===== config.mk =====
export PLATFORM = sky130hd
export DESIGN_NAME = start_gesture_detector_core
export DESIGN_NICKNAME = d
export VERILOG_FILES = /design/src/sv/sgd_pkg.sv /design/src/sv/sgd_still.sv /design/src/sv/sgd_motion.sv /design/src/sv/start_gesture_detector_core.sv
export SDC_FILE = /design/constraint.sdc
export NUM_CORES = 1
export LEC_CHECK = 0
export BUFFER_PORTS_ARGS = -buffer_cell sky130_fd_sc_hd__buf_2
export CAP_MARGIN = 20
export CORE_MARGIN = 2
export CORE_UTILIZATION = 25
export CTS_CLUSTER_SIZE = 25
export DETAILED_ROUTE_END_ITERATION = 8
export PLACE_DENSITY_LB_ADDON = 0.15
export SLEW_MARGIN = 5
export SYNTH_ARGS = -nofsm -noshare
export SYNTH_HDL_FRONTEND = slang
export SYNTH_HIERARCHICAL = 1
export SYNTH_SLANG_ARGS = --single-unit

===== constraint.sdc =====
create_clock -name i_clk -period 11 [get_ports i_clk]
set_clock_uncertainty 0.05 [all_clocks]
set_input_delay 2.2 -clock i_clk [delete_from_list [all_inputs] [get_ports i_clk]]
set_output_delay 2.2 -clock i_clk [all_outputs]
set_load 0.01 [all_outputs]

===== src/sv/sgd_pkg.sv =====
// Shared types and constants for the start gesture detector.
// Used by every module of the block; has no dependencies of its own.
`timescale 1ns / 1ps

package sgd_pkg;

    localparam int TimeW  = 48;
    localparam int VelW   = 24;
    localparam int PosW   = 24;
    localparam int LimW   = 23;
    localparam int DurW   = 24;
    localparam int CfgIdxW = 3;
    localparam int CfgDataW = 24;

    // Configuration register indexes
    localparam logic [CfgIdxW-1:0] CFG_STILL_LIMIT      = 3'd0;
    localparam logic [CfgIdxW-1:0] CFG_MIN_STILL_TIME   = 3'd1;
    localparam logic [CfgIdxW-1:0] CFG_MAX_STILL_AGE    = 3'd2;
    localparam logic [CfgIdxW-1:0] CFG_MIN_RISE         = 3'd3;
    localparam logic [CfgIdxW-1:0] CFG_MAX_GESTURE_TIME = 3'd4;
    localparam logic [CfgIdxW-1:0] CFG_MIN_GESTURE_TIME = 3'd5;

    // Register values after reset
    localparam logic [LimW-1:0] RST_STILL_LIMIT      = 23'd100;
    localparam logic [DurW-1:0] RST_MIN_STILL_TIME   = 24'd100000;
    localparam logic [DurW-1:0] RST_MAX_STILL_AGE    = 24'd1500000;
    localparam logic [LimW-1:0] RST_MIN_RISE         = 23'd50000;
    localparam logic [DurW-1:0] RST_MAX_GESTURE_TIME = 24'd750000;
    localparam logic [DurW-1:0] RST_MIN_GESTURE_TIME = 24'd150000;

    typedef struct packed {
        logic [LimW-1:0] still_limit;
        logic [DurW-1:0] min_still_time;
        logic [DurW-1:0] max_still_age;
        logic [LimW-1:0] min_rise;
        logic [DurW-1:0] max_gesture_time;
        logic [DurW-1:0] min_gesture_time;
    } t_cfg;

    typedef struct packed {
        logic [TimeW-1:0]       time_us;
        logic signed [VelW-1:0] velocity_y;
        logic signed [PosW-1:0] position_y;
        logic                   beat;
    } t_sample;

    typedef struct packed {
        logic             start_found;
        logic [TimeW-1:0] beat_time_us;
        logic [DurW-1:0]  gesture_time_us;
    } t_result;

endpackage


===== src/sv/sgd_still.sv =====
// Steady period tracker: follows |velocity| against the limit and reports
// whether a long enough steady period ended recently. Depends on sgd_pkg.
`timescale 1ns / 1ps

module sgd_still (
    input  logic             i_clk,
    input  logic             i_rst_n,
    input  logic             i_en,
    input  sgd_pkg::t_cfg    i_cfg,
    input  sgd_pkg::t_sample i_smp,
    output logic             o_steady
);

    logic                           r_in_still;
    logic                           r_end_seen;
    logic [sgd_pkg::TimeW-1:0]      r_start_time;
    logic [sgd_pkg::TimeW-1:0]      r_end_time;

    logic [sgd_pkg::VelW-1:0]       mag;
    logic                           still_now;
    logic [sgd_pkg::TimeW:0]        diff_start;
    logic [sgd_pkg::TimeW:0]        diff_end;
    logic [sgd_pkg::TimeW-1:0]      el_start;
    logic [sgd_pkg::TimeW-1:0]      el_end;
    logic                           end_now;
    logic                           age_ok;

    // Magnitude of the velocity; the most negative value maps to 2^23 exactly
    assign mag = i_smp.velocity_y[sgd_pkg::VelW-1] ?
                 (~i_smp.velocity_y + 24'd1) : i_smp.velocity_y;
    assign still_now = mag < {1'b0, i_cfg.still_limit};

    // Elapsed times, clamped at zero when time runs backward
    assign diff_start = {1'b0, i_smp.time_us} - {1'b0, r_start_time};
    assign diff_end   = {1'b0, i_smp.time_us} - {1'b0, r_end_time};
    assign el_start   = diff_start[sgd_pkg::TimeW] ? '0 : diff_start[sgd_pkg::TimeW-1:0];
    assign el_end     = diff_end[sgd_pkg::TimeW] ? '0 : diff_end[sgd_pkg::TimeW-1:0];

    // A qualifying period ends at this sample
    assign end_now = !still_now && r_in_still &&
                     (el_start >= {24'd0, i_cfg.min_still_time});
    assign age_ok  = el_end <= {24'd0, i_cfg.max_still_age};

    // An end at this sample has age zero and always passes
    assign o_steady = end_now || (r_end_seen && age_ok);

    // Control state
    always_ff @(posedge i_clk) begin
        if (!i_rst_n) begin
            r_in_still <= 1'b0;
            r_end_seen <= 1'b0;
        end else if (i_en) begin
            r_in_still <= still_now;
            if (end_now) begin
                r_end_seen <= 1'b1;
            end
        end
    end

    // Period times; read only once their flags are set
    always_ff @(posedge i_clk) begin
        if (i_en) begin
            if (still_now && !r_in_still) begin
                r_start_time <= i_smp.time_us;
            end
            if (end_now) begin
                r_end_time <= i_smp.time_us;
            end
        end
    end

endmodule


===== src/sv/sgd_motion.sv =====
// Beat, bottom and apex tracking plus the start decision for one sample.
// Depends on sgd_pkg; takes the steady verdict from sgd_still.
`timescale 1ns / 1ps

module sgd_motion (
    input  logic             i_clk,
    input  logic             i_rst_n,
    input  logic             i_en,
    input  sgd_pkg::t_cfg    i_cfg,
    input  sgd_pkg::t_sample i_smp,
    input  logic             i_steady,
    output sgd_pkg::t_result o_res
);

    logic signed [sgd_pkg::VelW-1:0] r_last_vel;
    logic                            r_beat_seen;
    logic                            r_bottom_seen;
    logic [sgd_pkg::TimeW-1:0]       r_beat_time;
    logic [sgd_pkg::TimeW-1:0]       r_bottom_time;
    logic signed [sgd_pkg::PosW-1:0] r_bottom_h;

    logic [sgd_pkg::TimeW-1:0]       n_beat_time;
    logic                            n_beat_seen;
    logic                            bottom;
    logic                            apex;
    logic                            order_ok;
    logic signed [sgd_pkg::PosW:0]   rise;
    logic                            rise_ok;
    logic [sgd_pkg::TimeW:0]         len_diff;
    logic [sgd_pkg::TimeW-1:0]       len;
    logic                            len_ok;
    logic                            found;

    // Beat at this sample counts before the decision
    assign n_beat_time = i_smp.beat ? i_smp.time_us : r_beat_time;
    assign n_beat_seen = i_smp.beat || r_beat_seen;

    // Velocity zero crossings
    assign bottom = r_last_vel[sgd_pkg::VelW-1] && !i_smp.velocity_y[sgd_pkg::VelW-1];
    assign apex   = !r_last_vel[sgd_pkg::VelW-1] && (r_last_vel != '0) &&
                    (i_smp.velocity_y[sgd_pkg::VelW-1] || (i_smp.velocity_y == '0));

    // Bottom must come strictly before the beat
    assign order_ok = r_bottom_time < n_beat_time;

    // Rise from bottom, one bit wider so it cannot wrap
    assign rise    = {i_smp.position_y[sgd_pkg::PosW-1], i_smp.position_y}
                   - {r_bottom_h[sgd_pkg::PosW-1], r_bottom_h};
    assign rise_ok = rise >= $signed({2'b00, i_cfg.min_rise});

    // Gesture length inside the window; backward time fails
    assign len_diff = {1'b0, i_smp.time_us} - {1'b0, r_bottom_time};
    assign len      = len_diff[sgd_pkg::TimeW-1:0];
    assign len_ok   = !len_diff[sgd_pkg::TimeW] &&
                      (len <= {24'd0, i_cfg.max_gesture_time}) &&
                      (len >= {24'd0, i_cfg.min_gesture_time});

    // An apex excludes a bottom, so the stored bottom is the one to check
    assign found = apex && i_steady && n_beat_seen && r_bottom_seen &&
                   order_ok && rise_ok && len_ok;

    always_comb begin
        o_res = '0;
        if (found) begin
            o_res.start_found     = 1'b1;
            o_res.beat_time_us    = n_beat_time;
            o_res.gesture_time_us = len[sgd_pkg::DurW-1:0];
        end
    end

    // Control state
    always_ff @(posedge i_clk) begin
        if (!i_rst_n) begin
            r_last_vel    <= '0;
            r_beat_seen   <= 1'b0;
            r_bottom_seen <= 1'b0;
        end else if (i_en) begin
            r_last_vel  <= i_smp.velocity_y;
            r_beat_seen <= n_beat_seen;
            if (bottom) begin
                r_bottom_seen <= 1'b1;
            end
        end
    end

    // Event times and height; read only once their flags are set
    always_ff @(posedge i_clk) begin
        if (i_en) begin
            r_beat_time <= n_beat_time;
            if (bottom) begin
                r_bottom_time <= i_smp.time_us;
                r_bottom_h    <= i_smp.position_y;
            end
        end
    end

endmodule


===== src/sv/start_gesture_detector_core.sv =====
// Start gesture detector top level: handshakes, configuration, pipeline.
// Depends on sgd_pkg, sgd_still and sgd_motion.
`timescale 1ns / 1ps

// The block takes one motion sample per cycle and returns exactly one result
// per sample, in order. A sample is held in an input register, evaluated
// against the tracked gesture state, and its result lands in an output
// register once the output register is free; while the output side
// keeps taking results the sustained rate is one sample per cycle, set by the
// combinational state update path (48-bit time differences and compares).
// Samples flagged as rolling leave all state alone and return an all-zero
// result. Configuration writes are taken at once and must happen while idle.

module start_gesture_detector_core (
    input  logic                             i_clk,
    input  logic                             i_rst_n,
    // configuration write port
    input  logic                             i_cfg_we,
    input  logic [sgd_pkg::CfgIdxW-1:0]      i_cfg_idx,
    input  logic [sgd_pkg::CfgDataW-1:0]     i_cfg_data,
    // sample channel
    input  logic                             i_in_valid,
    output logic                             o_in_ready,
    input  logic [sgd_pkg::TimeW-1:0]        i_time_us,
    input  logic signed [sgd_pkg::VelW-1:0]  i_velocity_y,
    input  logic signed [sgd_pkg::PosW-1:0]  i_position_y,
    input  logic                             i_beat,
    input  logic                             i_rolling,
    // result channel
    output logic                             o_out_valid,
    input  logic                             i_out_ready,
    output logic                             o_start_found,
    output logic [sgd_pkg::TimeW-1:0]        o_beat_time_us,
    output logic [sgd_pkg::DurW-1:0]         o_gesture_time_us
);

    sgd_pkg::t_cfg    r_cfg;
    sgd_pkg::t_sample r_smp;
    logic             r_roll;
    logic             r_in_vld;
    sgd_pkg::t_result r_res;
    logic             r_out_vld;

    logic             out_free;
    logic             proc;
    logic             upd_en;
    logic             steady;
    sgd_pkg::t_result res_comb;

    // Pipeline flow
    assign out_free   = !r_out_vld || i_out_ready;
    assign proc       = r_in_vld && out_free;
    assign upd_en     = proc && !r_roll;
    assign o_in_ready = !r_in_vld || out_free;

    // Configuration registers
    always_ff @(posedge i_clk) begin
        if (!i_rst_n) begin
            r_cfg.still_limit      <= sgd_pkg::RST_STILL_LIMIT;
            r_cfg.min_still_time   <= sgd_pkg::RST_MIN_STILL_TIME;
            r_cfg.max_still_age    <= sgd_pkg::RST_MAX_STILL_AGE;
            r_cfg.min_rise         <= sgd_pkg::RST_MIN_RISE;
            r_cfg.max_gesture_time <= sgd_pkg::RST_MAX_GESTURE_TIME;
            r_cfg.min_gesture_time <= sgd_pkg::RST_MIN_GESTURE_TIME;
        end else if (i_cfg_we) begin
            case (i_cfg_idx)
                sgd_pkg::CFG_STILL_LIMIT: begin
                    r_cfg.still_limit <= i_cfg_data[sgd_pkg::LimW-1:0];
                end
                sgd_pkg::CFG_MIN_STILL_TIME: begin
                    r_cfg.min_still_time <= i_cfg_data[sgd_pkg::DurW-1:0];
                end
                sgd_pkg::CFG_MAX_STILL_AGE: begin
                    r_cfg.max_still_age <= i_cfg_data[sgd_pkg::DurW-1:0];
                end
                sgd_pkg::CFG_MIN_RISE: begin
                    r_cfg.min_rise <= i_cfg_data[sgd_pkg::LimW-1:0];
                end
                sgd_pkg::CFG_MAX_GESTURE_TIME: begin
                    r_cfg.max_gesture_time <= i_cfg_data[sgd_pkg::DurW-1:0];
                end
                sgd_pkg::CFG_MIN_GESTURE_TIME: begin
                    r_cfg.min_gesture_time <= i_cfg_data[sgd_pkg::DurW-1:0];
                end
                default: begin
                end
            endcase
        end
    end

    // Input register valid
    always_ff @(posedge i_clk) begin
        if (!i_rst_n) begin
            r_in_vld <= 1'b0;
        end else if (o_in_ready) begin
            r_in_vld <= i_in_valid;
        end
    end

    // Capture the sample on transfer
    always_ff @(posedge i_clk) begin
        if (i_in_valid && o_in_ready) begin
            r_smp.time_us    <= i_time_us;
            r_smp.velocity_y <= i_velocity_y;
            r_smp.position_y <= i_position_y;
            r_smp.beat       <= i_beat;
            r_roll           <= i_rolling;
        end
    end

    sgd_still u_still (
        .i_clk    (i_clk),
        .i_rst_n  (i_rst_n),
        .i_en     (upd_en),
        .i_cfg    (r_cfg),
        .i_smp    (r_smp),
        .o_steady (steady)
    );

    sgd_motion u_motion (
        .i_clk    (i_clk),
        .i_rst_n  (i_rst_n),
        .i_en     (upd_en),
        .i_cfg    (r_cfg),
        .i_smp    (r_smp),
        .i_steady (steady),
        .o_res    (res_comb)
    );

    // Output register valid: load on processing, drop on transfer
    always_ff @(posedge i_clk) begin
        if (!i_rst_n) begin
            r_out_vld <= 1'b0;
        end else if (out_free) begin
            r_out_vld <= r_in_vld;
        end
    end

    // Result payload; rolling samples give an all-zero result
    always_ff @(posedge i_clk) begin
        if (proc) begin
            r_res <= r_roll ? '0 : res_comb;
        end
    end

    assign o_out_valid       = r_out_vld;
    assign o_start_found     = r_res.start_found;
    assign o_beat_time_us    = r_res.beat_time_us;
    assign o_gesture_time_us = r_res.gesture_time_us;

endmodule


==> metrics.md <==
| Metric | Value |
|---|---|
| Status | finished with violations |
| Violated checks | max-capacitance violations, max-slew violations |
| CTS tree | built |
| CTS Hold Buffers Added | 0 |
| Port Buffer Count | 204 |
| Slew Viols, Final | 6 |
| Num ports | 205 |
| Top FF cell, synth | edfxtp_1 |
| Crit-path most repeated cell | o21ai_0 |
| Area taken by flip-flops and latches | 15,060 µm² |
| Drc violations | 0 |
| Setup ws final | 737.5 ps |
| Via density | 4.823 |
| Max-cap violation count | 2 |
| Fmax | 97.44 MHz |
| Worst Tran Pin Value | 2039 ps |
| Dpl cells | 5,837 |
| Hpwl dp | 100.6 mm |
| CTS HTree Levels | 3 |
| Final hold vios | 0 |
| Part of the cycle the worst path needs | 93.30% |
| FILL cells | 15,441 |
| Cells after Synth | 3,816 |
| First-pass GRT wire length | 191.4 mm |
| Yosys Warn Count | 6 |
| Part of the Yosys area used for sequential elements | 40.94% |
| Pin count of the biggest net entering global routing | 90 |
| WL final | 130.8 mm |
| GRT Overall Usage | 16.90% |
| Clk buf depth | 3 |
| Via Count | 28,811 |
| Die Height | 387.7 µm |
| Multi-input gate area | 19,550 µm² |
| Finished Core Util | 29.12% |
| Mapped Nets | 4,307 |
| Dpl ws | 761.4 ps |
| Maximum vdd ir drop | 123.9 µV |
| Die area | 150,300 µm² |
| Most frequent cells in the layout | 424 x inv_1, 387 x edfxtp_1, 357 x ha_1, 327 x nand2_1, 250 x a21oi_1 |
| Mean post-synth cell area | 9.643 µm² |
| P per Cell Area | 135.6 nW/µm² |
| Initial antenna violation count | 7 |
| Worst-Skew Late Latency | 700 ps |
| Critical path's slowest cell | or4_1 |
| Antenna viol nets, final | 0 |
| Cts bufs inserted | 74 |
| Final setup vio count | 0 |
| GRT Residual Overflow | 0 |
| Core footprint | 145,900 µm² |
| Worst rel slew slack | -37.85% |
| Final hold slack | 404.9 ps |
| Area growth from synthesis to layout | 15.47% |
| Worst-path clk slew | 60 ps |
| Number of cell rows | 140 |
| Nets@finish | 4,490 |
| Die width | 387.7 µm |
| Flop and latch count out of synthesis | 559 |
| Routability congestion estimate | 0.9141 |
| Required time of the critical path | 11,460 ps |
| TritonCTS Sinks | 559 |
| Leakage Power | 17.62 nW |
| Crit path DAT | 10,720 ps |
| Worst path max stage delay | 580 ps |
| Vias in the first global route | 28,955 |
| Crit path kind | flip-flop to flip-flop |
| Max FO, Critical Path | 29 |
| Commonest non-fill, non-tap cell in the layout | inv_1 |
| CP endpoint kind | flip-flop |
| Wire length per cell | 21.89 µm |
| Worst Hold Class | flip-flop to flip-flop |
| Setup Total Neg Slack | 0 ps |
| Tmin final | 10,260 ps |
| RSZ-0062 raised after global routing | no |
| Startpoint types | flip-flop |
| CTS Root Cell | clkbuf_16 |
| Ratio of cells with drive above 1 in the final layout | 12.35% |
| Synth unique cells | 98 |
| Layout Cells excl Fill | 5,974 |
| DR iter-0 viols | 1,929 |
| Starting density of the core | 25.22% |
| Synthesized area | 36,800 µm² |
| Post-synth EDFFs | 387 |
| DRT Pass-1 Iters | 8 |
| Fraction of registers with async set/reset | 0% |
cells in the mapped netlist (all sizes together) (42+ instances only):
cell / number / share of area (%)
a21o: 76 / 1.6
a21oi: 252 / 3.5
buf: 63 / 1.0
clkbuf: 84 / 0.86
dfxtp: 172 / 9.4
edfxtp: 387 / 32
ha: 357 / 12
inv: 424 / 4.3
mux2i: 229 / 6.2
nand2: 327 / 3.3
nand3: 53 / 0.73
nand4: 87 / 1.5
nor2: 202 / 2.1
nor2b: 181 / 3.1
nor3: 121 / 2.6
nor4: 43 / 0.83
o21a: 42 / 0.86
o21ai: 178 / 2.4
xnor2: 79 / 1.9
xor2: 45 / 1.1
critical path: cells and delay by family (launching register included):
family	cells	cell delay (ps)
fa+ha+maj	3	920
simple gates	14	3400
compound gates	17	4280
buf+inv	4	880
flops	1	460
logic make-up (layout without fill, tap and decap cells):
group / Yosys count / count (layout) / synth area share, %
buf+inv: 571 / 810 / 6.216
other cells: 0 / 1 / 0
simple gates: 1164 / 1165 / 17.15
flops: 559 / 559 / 40.94
mux: 234 / 234 / 6.382
xor+xnor: 124 / 124 / 2.951
fa+ha+maj: 361 / 361 / 12.36
compound gates: 803 / 803 / 14.00
flip-flops by register name, indices dropped and copies added, names as in the netlist, 24 cells and up:
name and flops:
o_gesture_time_us 24, o_beat_time_us 48, r_cfg 142, u_motion/r_bottom_h 24, r_smp 97, u_motion/r_beat_time 48
u_motion/r_last_vel 24, u_still/r_start_time 48, u_still/r_end_time 48, u_motion/r_bottom_time 48
final cells by class:
type | count | share of cell area, %
diodes | 1 | 0.005889
clock buffers | 94 | 4.750
clock inverters | 39 | 1.075
inverters | 424 | 3.746
multi-input cells | 2687 | 46.01
flip-flops and latches | 559 | 35.45
well taps | 1917 | 5.645
repair buffers | 253 | 3.313
metal layers:
layer	vias up	routed length [µm]	global-route usage, %
li1	14076	-	-
met1	13943	62450	23.42
met2	636	59970	27.50
met3	152	5121	2.295
met4	4	3203	4.474
met5	-	27	0
timing repair:
action | in CTS | in global routing
setup endpoints to repair | 0 | 21
buffers inserted | 0 | 2
endpoints found under the hold margin | 0 | 0
resized for setup | 0 | 0
through the flow:
step	cell area, µm²	total power, W
2_1_floorplan	36800	0.002977
3_3_place_gp	39990	0.003319
3_5_place_dp	39990	0.003314
4_1_cts	42460	0.005856
5_1_grt	42490	0.006024
6_report	42490	0.005760
worst paths after layout:
kind | slack (ps) | start | endpoint | cells after the start
max | 740 | r_smp[49]$_DFFE_PP_ | o_beat_time_us[22]$_SDFFCE_PP0P_ | 38
max reg2reg | 740 | r_smp[49]$_DFFE_PP_ | o_beat_time_us[22]$_SDFFCE_PP0P_ | 38
min | 400 | r_cfg[112]$_SDFFE_PN0P_ | r_cfg[112]$_SDFFE_PN0P_ | 2
min reg2reg | 400 | r_cfg[112]$_SDFFE_PN0P_ | r_cfg[112]$_SDFFE_PN0P_ | 2
power breakdown:
part	total [W]	switching, W	leakage (nW)	internal [W]
Clock	0.00249	0.00102	1.20	0.00147
Sequential	0.00236	0.0000524	5.04	0.00231
Combinational	0.000907	0.000591	11.4	0.000316
Total	0.00576	0.00166	17.6	0.00410
Note: power is estimated with default switching activity, not from simulation.
